[src/skc_pkg.sv]
// Shared types and constants of the solenoid kicker controller.
// Used by skc_ctrl and solenoid_kicker_controller_core; no dependencies.
`timescale 1ns / 1ps

package skc_pkg;

  // Fixed widths of duties, timers, voltages and sequence counters
  localparam int unsigned DUTY_W  = 10;
  localparam int unsigned TIMER_W = 20;
  localparam int unsigned VOLT_W  = 9;
  localparam int unsigned SEQ_W   = 16;
  localparam int unsigned CFG_IDX_W  = 3;
  localparam int unsigned CFG_DATA_W = 20;

  // Stream payload widths; the tdata widths are padded to whole bytes
  localparam int unsigned IN_DATA_W  = 24;
  localparam int unsigned IN_USER_W  = 2;
  localparam int unsigned OUT_DATA_W = 32;

  // Register reset values
  localparam logic [TIMER_W-1:0] KICK_PULSE_RST   = TIMER_W'(10000);
  localparam logic [VOLT_W-1:0]  READY_VOLTS_RST  = VOLT_W'(150);
  localparam logic [DUTY_W-1:0]  MAX_KICK_RST     = DUTY_W'(973);
  localparam logic [DUTY_W-1:0]  DRAIN_DUTY_RST   = DUTY_W'(102);
  localparam logic [TIMER_W-1:0] DRAIN_TOGGLE_RST = TIMER_W'(250000);
  localparam logic [SEQ_W-1:0]   SETTLE_RST       = SEQ_W'(1000);
  localparam logic [SEQ_W-1:0]   LATCH_RESET_RST  = SEQ_W'(200);

  // Command carried in tuser
  typedef enum logic [1:0] {
    CMD_TICK      = 2'd0,
    CMD_KICK      = 2'd1,
    CMD_CHARGE    = 2'd2,
    CMD_DISCHARGE = 2'd3
  } cmd_e;

  // Kick kinds that fire a solenoid
  localparam logic [1:0] KIND_STRAIGHT = 2'd1;
  localparam logic [1:0] KIND_CHIP     = 2'd2;

  // Request and mode codes
  typedef enum logic [1:0] {
    REQ_NONE      = 2'd0,
    REQ_CHARGE    = 2'd1,
    REQ_DISCHARGE = 2'd2
  } req_e;

  // Charge start sequence phases
  typedef enum logic [1:0] {
    PH_IDLE   = 2'd0,
    PH_SETTLE = 2'd1,
    PH_LATCH  = 2'd2
  } phase_e;

  // Register indexes on the configuration port
  typedef enum logic [CFG_IDX_W-1:0] {
    CFG_KICK_PULSE   = 3'd0,
    CFG_READY_VOLTS  = 3'd1,
    CFG_MAX_KICK     = 3'd2,
    CFG_DRAIN_DUTY   = 3'd3,
    CFG_DRAIN_TOGGLE = 3'd4,
    CFG_SETTLE       = 3'd5,
    CFG_LATCH_RESET  = 3'd6
  } cfg_idx_e;

  typedef struct packed {
    logic [TIMER_W-1:0] kick_pulse_ticks;
    logic [VOLT_W-1:0]  ready_volts;
    logic [DUTY_W-1:0]  max_kick_duty;
    logic [DUTY_W-1:0]  drain_duty;
    logic [TIMER_W-1:0] drain_toggle_ticks;
    logic [SEQ_W-1:0]   settle_ticks;
    logic [SEQ_W-1:0]   latch_reset_ticks;
  } cfg_t;

  // One input beat, unpacked
  typedef struct packed {
    cmd_e              cmd;
    logic [1:0]        kick_kind;
    logic [DUTY_W-1:0] kick_power;
    logic [VOLT_W-1:0] boost_volts;
  } item_t;

  // One result beat; field order gives the tdata layout (last member lowest)
  typedef struct packed {
    logic              charge_seq_busy;
    logic              drain_active;
    logic              kick_active;
    logic              discharge_pin;
    logic              charge_pin;
    logic [DUTY_W-1:0] chip_duty;
    logic [DUTY_W-1:0] straight_duty;
  } res_t;

endpackage

[src/skc_ctrl.sv]
// Kicker control state and its one-step update per accepted beat.
// Depends on skc_pkg.
`timescale 1ns / 1ps

module skc_ctrl (
  input  logic          clk_i,
  input  logic          rst_ni,
  input  logic          step_i,
  input  skc_pkg::item_t item_i,
  input  skc_pkg::cfg_t  cfg_i,
  output skc_pkg::res_t  res_o
);
  import skc_pkg::*;

  logic               kick_on_q, kick_on_d;
  logic               drain_on_q, drain_on_d;
  logic               phase_off_q, phase_off_d;
  logic               charge_q, charge_d;
  logic               discharge_q, discharge_d;
  req_e               pend_q, pend_d;
  req_e               mode_q, mode_d;
  phase_e             phase_q, phase_d;
  logic [TIMER_W-1:0] kick_cnt_q, kick_cnt_d;
  logic [TIMER_W-1:0] drain_cnt_q, drain_cnt_d;
  logic [SEQ_W-1:0]   seq_cnt_q, seq_cnt_d;
  logic [DUTY_W-1:0]  duty1_q, duty1_d;
  logic [DUTY_W-1:0]  duty2_q, duty2_d;

  logic [DUTY_W-1:0]  kick_duty;
  logic [SEQ_W-1:0]   seq_inc;
  req_e               req;

  // Clamp the requested kick duty
  assign kick_duty = (item_i.kick_power > cfg_i.max_kick_duty) ?
                     cfg_i.max_kick_duty : item_i.kick_power;

  // Next state for one beat
  always_comb begin
    kick_on_d   = kick_on_q;
    drain_on_d  = drain_on_q;
    phase_off_d = phase_off_q;
    charge_d    = charge_q;
    discharge_d = discharge_q;
    pend_d      = pend_q;
    mode_d      = mode_q;
    phase_d     = phase_q;
    kick_cnt_d  = kick_cnt_q;
    drain_cnt_d = drain_cnt_q;
    seq_cnt_d   = seq_cnt_q;
    duty1_d     = duty1_q;
    duty2_d     = duty2_q;
    seq_inc     = (&seq_cnt_q) ? seq_cnt_q : seq_cnt_q + SEQ_W'(1);
    req         = REQ_NONE;

    case (item_i.cmd)
      CMD_TICK: begin
        // Advance the kick pulse timer
        if (kick_on_q) begin
          kick_cnt_d = (&kick_cnt_q) ? kick_cnt_q : kick_cnt_q + TIMER_W'(1);
          if (kick_cnt_d >= cfg_i.kick_pulse_ticks) begin
            kick_on_d = 1'b0;
            if (pend_q == REQ_NONE) pend_d = mode_q;
          end
        end
        // Advance the charge start sequence
        unique case (phase_q)
          PH_SETTLE: begin
            if (seq_inc >= cfg_i.settle_ticks) begin
              charge_d  = 1'b0;
              phase_d   = PH_LATCH;
              seq_cnt_d = '0;
            end else begin
              seq_cnt_d = seq_inc;
            end
          end
          PH_LATCH: begin
            if (seq_inc >= cfg_i.latch_reset_ticks) begin
              if (!kick_on_d) charge_d = 1'b1;
              phase_d   = PH_IDLE;
              seq_cnt_d = '0;
            end else begin
              seq_cnt_d = seq_inc;
            end
          end
          default: phase_d = PH_IDLE;
        endcase
        // Advance the drain toggle timer
        if (drain_on_q) begin
          if (((&drain_cnt_q) ? drain_cnt_q : drain_cnt_q + TIMER_W'(1))
              >= cfg_i.drain_toggle_ticks) begin
            phase_off_d = !phase_off_q;
            drain_cnt_d = '0;
          end else begin
            drain_cnt_d = drain_cnt_q + TIMER_W'(1);
          end
        end
        // Take the pending request once no kick runs
        if (!kick_on_d) begin
          req    = pend_d;
          pend_d = REQ_NONE;
          if (req != REQ_NONE) mode_d = req;
          if (req == REQ_CHARGE) begin
            drain_on_d  = 1'b0;
            discharge_d = 1'b0;
            phase_d     = PH_SETTLE;
            seq_cnt_d   = '0;
          end else if (req == REQ_DISCHARGE) begin
            if (!drain_on_d) begin
              drain_cnt_d = '0;
              phase_off_d = 1'b0;
            end
            drain_on_d  = 1'b1;
            charge_d    = 1'b0;
            discharge_d = 1'b1;
            phase_d     = PH_IDLE;
            seq_cnt_d   = '0;
          end
          duty1_d = (drain_on_d && !phase_off_d) ? cfg_i.drain_duty : '0;
          duty2_d = '0;
        end
      end
      CMD_KICK: begin
        // Fire only for a known kind and enough boost voltage
        if ((item_i.kick_kind == KIND_STRAIGHT || item_i.kick_kind == KIND_CHIP) &&
            item_i.boost_volts >= cfg_i.ready_volts) begin
          charge_d    = 1'b0;
          discharge_d = 1'b0;
          drain_on_d  = 1'b0;
          if (item_i.kick_kind == KIND_STRAIGHT) duty1_d = kick_duty;
          else duty2_d = kick_duty;
          kick_cnt_d = '0;
          kick_on_d  = 1'b1;
        end
      end
      CMD_CHARGE:    pend_d = REQ_CHARGE;
      default:       pend_d = REQ_DISCHARGE;
    endcase
  end

  // Hold state between beats
  always_ff @(posedge clk_i or negedge rst_ni) begin
    if (!rst_ni) begin
      kick_on_q   <= 1'b0;
      drain_on_q  <= 1'b0;
      phase_off_q <= 1'b0;
      charge_q    <= 1'b0;
      discharge_q <= 1'b0;
      pend_q      <= REQ_NONE;
      mode_q      <= REQ_NONE;
      phase_q     <= PH_IDLE;
      kick_cnt_q  <= '0;
      drain_cnt_q <= '0;
      seq_cnt_q   <= '0;
      duty1_q     <= '0;
      duty2_q     <= '0;
    end else if (step_i) begin
      kick_on_q   <= kick_on_d;
      drain_on_q  <= drain_on_d;
      phase_off_q <= phase_off_d;
      charge_q    <= charge_d;
      discharge_q <= discharge_d;
      pend_q      <= pend_d;
      mode_q      <= mode_d;
      phase_q     <= phase_d;
      kick_cnt_q  <= kick_cnt_d;
      drain_cnt_q <= drain_cnt_d;
      seq_cnt_q   <= seq_cnt_d;
      duty1_q     <= duty1_d;
      duty2_q     <= duty2_d;
    end
  end

  // Result shows the state after the beat
  always_comb begin
    res_o.straight_duty   = duty1_d;
    res_o.chip_duty       = duty2_d;
    res_o.charge_pin      = charge_d;
    res_o.discharge_pin   = discharge_d;
    res_o.kick_active     = kick_on_d;
    res_o.drain_active    = drain_on_d;
    res_o.charge_seq_busy = (phase_d != PH_IDLE);
  end

  // A running kick keeps both pins low and draining stopped
  a_kick_pins_low: assert property (@(posedge clk_i) disable iff (!rst_ni)
    kick_on_q |-> (!charge_q && !discharge_q && !drain_on_q))
    else $error("pins or drain active during kick");

  // Draining and the charge sequence never run together
  a_drain_no_seq: assert property (@(posedge clk_i) disable iff (!rst_ni)
    drain_on_q |-> (phase_q == PH_IDLE))
    else $error("charge sequence running while draining");

  // Draining always drives the discharge pin
  a_drain_pin: assert property (@(posedge clk_i) disable iff (!rst_ni)
    drain_on_q |-> discharge_q)
    else $error("drain active with discharge pin low");

  // A tick with no kick running leaves no pending request
  a_req_taken: assert property (@(posedge clk_i) disable iff (!rst_ni)
    (step_i && item_i.cmd == CMD_TICK && !kick_on_d) |=> (pend_q == REQ_NONE))
    else $error("request left pending after tick");

endmodule

[src/solenoid_kicker_controller_core.sv]
// Top level of the solenoid kicker controller: stream ports, register file
// and result register. Depends on skc_pkg and skc_ctrl.
`timescale 1ns / 1ps

// Each input beat (a tick, a kick or a charge/discharge request, selected by
// tuser) produces exactly one output beat holding the duties, pin levels and
// status flags as they stand after that beat. The state update is a single
// pass of compares and counter increments from the state registers into the
// result register, so a new beat is accepted every cycle as long as the
// output side takes results. Configuration writes are accepted in any cycle
// and should be made only while the block is idle.
module solenoid_kicker_controller_core (
  input  logic                          clk_i,
  input  logic                          rst_ni,
  // Input stream
  input  logic                          s_axis_tvalid,
  output logic                          s_axis_tready,
  // [1:0] kick_kind, [11:2] kick_power, [20:12] boost_volts, rest zero
  input  logic [skc_pkg::IN_DATA_W-1:0] s_axis_tdata,
  // [1:0] cmd
  input  logic [skc_pkg::IN_USER_W-1:0] s_axis_tuser,
  // Result stream
  output logic                          m_axis_tvalid,
  input  logic                          m_axis_tready,
  // [9:0] straight_duty, [19:10] chip_duty, [20] charge_pin,
  // [21] discharge_pin, [22] kick_active, [23] drain_active,
  // [24] charge_seq_busy, rest zero
  output logic [skc_pkg::OUT_DATA_W-1:0] m_axis_tdata,
  // Register write channel
  input  logic                          cfg_valid_i,
  output logic                          cfg_ready_o,
  input  logic [skc_pkg::CFG_IDX_W-1:0]  cfg_index_i,
  input  logic [skc_pkg::CFG_DATA_W-1:0] cfg_data_i
);
  import skc_pkg::*;

  cfg_t  cfg_q;
  item_t item;
  res_t  res_d, res_q;
  logic  out_valid_q;
  logic  in_fire;

  // Unpack the input beat
  assign item.cmd         = cmd_e'(s_axis_tuser);
  assign item.kick_kind   = s_axis_tdata[1:0];
  assign item.kick_power  = s_axis_tdata[11:2];
  assign item.boost_volts = s_axis_tdata[20:12];

  // Accept while the result register is empty or being drained
  assign s_axis_tready = !out_valid_q || m_axis_tready;
  assign in_fire       = s_axis_tvalid && s_axis_tready;

  // Register file
  assign cfg_ready_o = 1'b1;

  always_ff @(posedge clk_i or negedge rst_ni) begin
    if (!rst_ni) begin
      cfg_q.kick_pulse_ticks   <= KICK_PULSE_RST;
      cfg_q.ready_volts        <= READY_VOLTS_RST;
      cfg_q.max_kick_duty      <= MAX_KICK_RST;
      cfg_q.drain_duty         <= DRAIN_DUTY_RST;
      cfg_q.drain_toggle_ticks <= DRAIN_TOGGLE_RST;
      cfg_q.settle_ticks       <= SETTLE_RST;
      cfg_q.latch_reset_ticks  <= LATCH_RESET_RST;
    end else if (cfg_valid_i) begin
      unique case (cfg_idx_e'(cfg_index_i))
        CFG_KICK_PULSE:   cfg_q.kick_pulse_ticks   <= cfg_data_i[TIMER_W-1:0];
        CFG_READY_VOLTS:  cfg_q.ready_volts        <= cfg_data_i[VOLT_W-1:0];
        CFG_MAX_KICK:     cfg_q.max_kick_duty      <= cfg_data_i[DUTY_W-1:0];
        CFG_DRAIN_DUTY:   cfg_q.drain_duty         <= cfg_data_i[DUTY_W-1:0];
        CFG_DRAIN_TOGGLE: cfg_q.drain_toggle_ticks <= cfg_data_i[TIMER_W-1:0];
        CFG_SETTLE:       cfg_q.settle_ticks       <= cfg_data_i[SEQ_W-1:0];
        CFG_LATCH_RESET:  cfg_q.latch_reset_ticks  <= cfg_data_i[SEQ_W-1:0];
        default: ;
      endcase
    end
  end

  // Control state and its update
  skc_ctrl u_ctrl (
    .clk_i  (clk_i),
    .rst_ni (rst_ni),
    .step_i (in_fire),
    .item_i (item),
    .cfg_i  (cfg_q),
    .res_o  (res_d)
  );

  // Result register: load on accept, drop valid once taken
  always_ff @(posedge clk_i or negedge rst_ni) begin
    if (!rst_ni) begin
      out_valid_q <= 1'b0;
    end else if (in_fire) begin
      out_valid_q <= 1'b1;
    end else if (m_axis_tready) begin
      out_valid_q <= 1'b0;
    end
  end

  always_ff @(posedge clk_i) begin
    if (in_fire) begin
      res_q <= res_d;
    end
  end

  assign m_axis_tvalid = out_valid_q;
  assign m_axis_tdata  = {{(OUT_DATA_W - $bits(res_t)){1'b0}}, res_q};

  // Every accepted beat leaves a result waiting in the next cycle
  a_result_follows: assert property (@(posedge clk_i) disable iff (!rst_ni)
    in_fire |=> m_axis_tvalid)
    else $error("accepted beat produced no result");

  // A stalled result keeps its payload when no new beat enters
  a_result_held: assert property (@(posedge clk_i) disable iff (!rst_ni)
    (m_axis_tvalid && !m_axis_tready) |=> $stable(res_q))
    else $error("stalled result overwritten");

endmodule
[config.mk]
export PLATFORM = sky130hd
export DESIGN_NAME = solenoid_kicker_controller_core
export DESIGN_NICKNAME = d
export VERILOG_FILES = /design/src/skc_pkg.sv /design/src/skc_ctrl.sv /design/src/solenoid_kicker_controller_core.sv
export SDC_FILE = /design/constraint.sdc
export NUM_CORES = 1
export LEC_CHECK = 0
export CAP_MARGIN = 10
export CORE_MARGIN = 2
export CORE_UTILIZATION = 65
export DETAILED_ROUTE_END_ITERATION = 8
export DONT_BUFFER_PORTS = 1
export GPL_ROUTABILITY_DRIVEN = 0
export HOLD_SLACK_MARGIN = 0.05
export MAX_ROUTING_LAYER = met4
export PLACE_DENSITY = 0.81
export SETUP_SLACK_MARGIN = 0.05
export SKIP_LAST_GASP = 1
export SLEW_MARGIN = 15
export SYNTH_ARGS = -nofsm -noshare
export SYNTH_HDL_FRONTEND = slang
export SYNTH_HIERARCHICAL = 1
export SYNTH_SLANG_ARGS = --single-unit
export TNS_END_PERCENT = 20
[constraint.sdc]
create_clock -name clk_i -period 8.63 [get_ports clk_i]
set_input_delay 2.589 -clock clk_i [delete_from_list [all_inputs] [get_ports clk_i]]
set_output_delay 2.589 -clock clk_i [all_outputs]
set_load 0.01 [all_outputs]
==> results by group <==
Outcome
  – Outcome: completed

Timing
  – Slew Viols, Final: 0
  – Period utilization: 63.10%
  – Slew margin rel.: between 10% and 20%
  – TNS Setup: 0 ns
  – Worst-Margin Slew: 1.227 ns
  – RSZ-0062 raised after global routing: false
  – Skew final: around 0.018 ns
  – PnR worst setup slack: approximately 3.2 ns
  – Hold_ws: around 0.5 ns
  – Hold Vio Cnt, Final: 0
  – Fmax achieved: between 150 and 200 MHz
  – Final setup viols: 0
  – Final worst path period need: between 5 and 6 ns

Clock network
  – Clock Sinks: 214
  – Root Buffer: clkbuf_16
  – Worst-path clk slew: about 0.060 ns
  – CTS Buffer Depth: 3
  – Post-CTS resize count: 0
  – Worst-skew pair later-pin latency: 0.52 ns
  – Hold Buf Count CTS: 0
  – CTS Buf Count: 23
  – H-tree depth: 1
  – CTS tree: built
  – Setup bufs post-CTS: 0

Worst hold path
  – Class of the worst hold path: flop to flop

Routing
  – DRT Wirelength: 28.10 mm
  – DR pass1 iterations: 5
  – Vias per cell: around 6.2
  – Initial DRC count: 666
  – Antenna Nets Post-Route: 0
  – DRC violations left: 0
  – Wire per inst: ~19 µm
  – Via count: ~9,400

Global route
  – Antenna violations before repair: 0
  – First-pass GRT wire length: 46.54 mm
  – Total track usage: between 20 and 30%
  – Largest net degree at the start of global routing: 190
  – Vias in the first global route: roughly 9,200
  – Aggregate global routing overflow: 0

Die
  – Row cnt: 51
  – Starting density of the core: 66.39%
  – I/O pins: 89
  – Total die area: around 0.021 mm²
  – Die X-Extent: between 100 and 150 µm
  – Core ar.: slightly below 0.02 mm²
  – Die Y: about 140 µm

Yosys
  – Mapped Cells: approximately 1,200
  – Yosys top cell by area: dfrtp_1
  – #FFs+latches synth: 214
  – Netlist cell types: 82
  – Synth async-reset ratio: around nine tenths
  – Ys Warns: 6
  – Ranking of synthesized cells by area: dfrtp_1, ha_1, dfstp_2
  – Synth top area share: roughly 30%
  – Register area share after synthesis: approximately 43%
  – Prevailing post-synth register cell: dfrtp_1
  – Mapped cell area: around 0.013 mm²
  – Number of flops mapped to enable cells by yosys: 25
  – Mean Syn Cell Area: between 10 and 15 µm²

Pwr
  – VDD IR max: between 0.15 and 0.2 mV
  – Leak: around 0.0065 µW
  – Power Density: around 230 mW/mm²

Run
  – Max-Cap Viols: 0

Placement
  – Placement Cell Area: between 0.01 and 0.015 mm²
  – Dpl hpwl: approximately 20 mm
  – Port bufs: 0
  – Placement Setup Slack: 2.929 ns

Setup path
  – Critical Path RT: between 9 and 10 ns
  – Crit path launch type: flop
  – CP Max Fanout: 18
  – WS Path Type: flop to flop
  – Arr. time, crit path: 5.85 ns
  – CP Capture Type: flop

Finish
  – Final Cell Area: 0.01374 mm²
  – Share of cells above drive strength 1: 14.48%
  – Area grow syn2layout: 6.313%
  – Fin nets: ~1,400
  – Antenna Cells: 0
## per-stage QoR
stage	total power [µW]	util, %	cells
after detailed placement	2162	66.71	1458
after CTS	3147	70.52	1500
after floorplan	1994	-	1247
after global placement	2116	66.71	1458
final	3140	70.58	1501
after global routing	3313	70.58	1501
## sequential cells by signal, summed over array words and instances (netlist names), 2 cells and up
name	cells
u_ctrl/mode_q	2
u_ctrl/phase_q	2
u_ctrl/seq_cnt_q	16
cfg_q	101
u_ctrl/duty1_q	10
u_ctrl/kick_cnt_q	20
u_ctrl/duty2_q	10
m_axis_tdata	25
u_ctrl/pend_q	2
u_ctrl/drain_cnt_q	20
## where the power goes
| group | total (µW) | switching [µW] | internal [µW] |
|---|---|---|---|
| clock network | 972 | 401 | 571 |
| registers | 1410 | 159 | 1260 |
| logic | 753 | 400 | 353 |
| total | 3140 | 959 | 2180 |
## area by class of cell
class / count / area, µm²
inverter: 99 / 371.6
multi-input combinational: 876 / 6724
clock inverter: 10 / 113.9
sequential: 214 / 5525
tap: 265 / 331.6
timing repair buffer: 5 / 41.29
fill: 1415 / 5725
clock buffer: 32 / 629.4
## worst paths after layout
path | from | to | slack (ns) | depth (start not counted)
worst max-delay path | u_ctrl/drain_cnt_q[0] | u_ctrl/drain_cnt_q[4] | 3.18 | 17
worst min-delay path | cfg_q[75] | cfg_q[75] | 0.49 | 1
worst max register to register | u_ctrl/drain_cnt_q[0] | u_ctrl/drain_cnt_q[4] | 3.18 | 17
worst min register to register | cfg_q[75] | cfg_q[75] | 0.49 | 1
max in group asynchronous | rst_ni | cfg_q[73] | 6.49 | 0
min in group asynchronous | rst_ni | u_ctrl/drain_cnt_q[2] | 1.78 | 0
## layer usage
metal	wire length, µm	global-route usage, %
met1	12250	37.41
met2	13360	44.07
met3	1537	3.082
met4	945	8.812
met5	0	-
## cell usage after synthesis (8+ instances only)
cell type and n:
nand2_1 88, mux2_4 10, a21oi_1 62, nor3_1 13
mux2_1 35, edfxtp_1 25, buf_4 17, dfrtp_1 153
o31ai_1 12, a22o_1 15, nor2_1 78, o2bb2ai_1 10
a221o_1 8, nand2b_1 14, nand4_1 13, clkbuf_1 28
o21ai_0 54, mux2_2 70, a21o_1 28, and3_1 28
dfstp_2 36, inv_1 99, xnor2_1 30, xor2_1 12
ha_1 97, nand3_1 47, a31oi_1 8, mux2i_1 13
o21ai_1 9
## worst max-delay path, stage by stage (launching register included)
cell and delay [ns]:
dfrtp_1 0.42, ha_1 0.27, nand3_1 0.16, nor3_1 0.38
and3_1 0.32, and3_1 0.37, nand4_2 0.46, xnor2_1 0.31
ha_1 0.25, nand2b_1 0.14, a2111oi_0 0.40, nor3_1 0.14
o211ai_1 0.47, nand3b_1 0.60, buf_6 0.37, nor2_1 0.09
o21ai_0 0.09, o31ai_1 0.09
## logic make-up (layout without fill, tap and decap cells)
kind of cell	count (synthesis)	after routing	synth area share (%)
and+or+nand+nor	329	329	13.09
AOI/OAI and AO/OA	272	272	15.03
DFF	214	214	42.76
buffers and inverters	157	146	5.500
muxes	128	128	11.32
adders and majority gates	97	97	9.393
xor gates and xnor gates	42	42	2.847
other	2	8	0.05812
## layout by cell type, fill, tap and decap left out, types with 35 or more instances in the layout
master / instances
ha_1: 97
o21ai_0: 53
inv_1: 99
nand2_1: 88
a21oi_1: 62
nor2_1: 77
nand3_1: 47
dfstp_2: 36
mux2_2: 70
dfrtp_1: 153
mux2_1: 35
(Power assumes the default switching activity.)
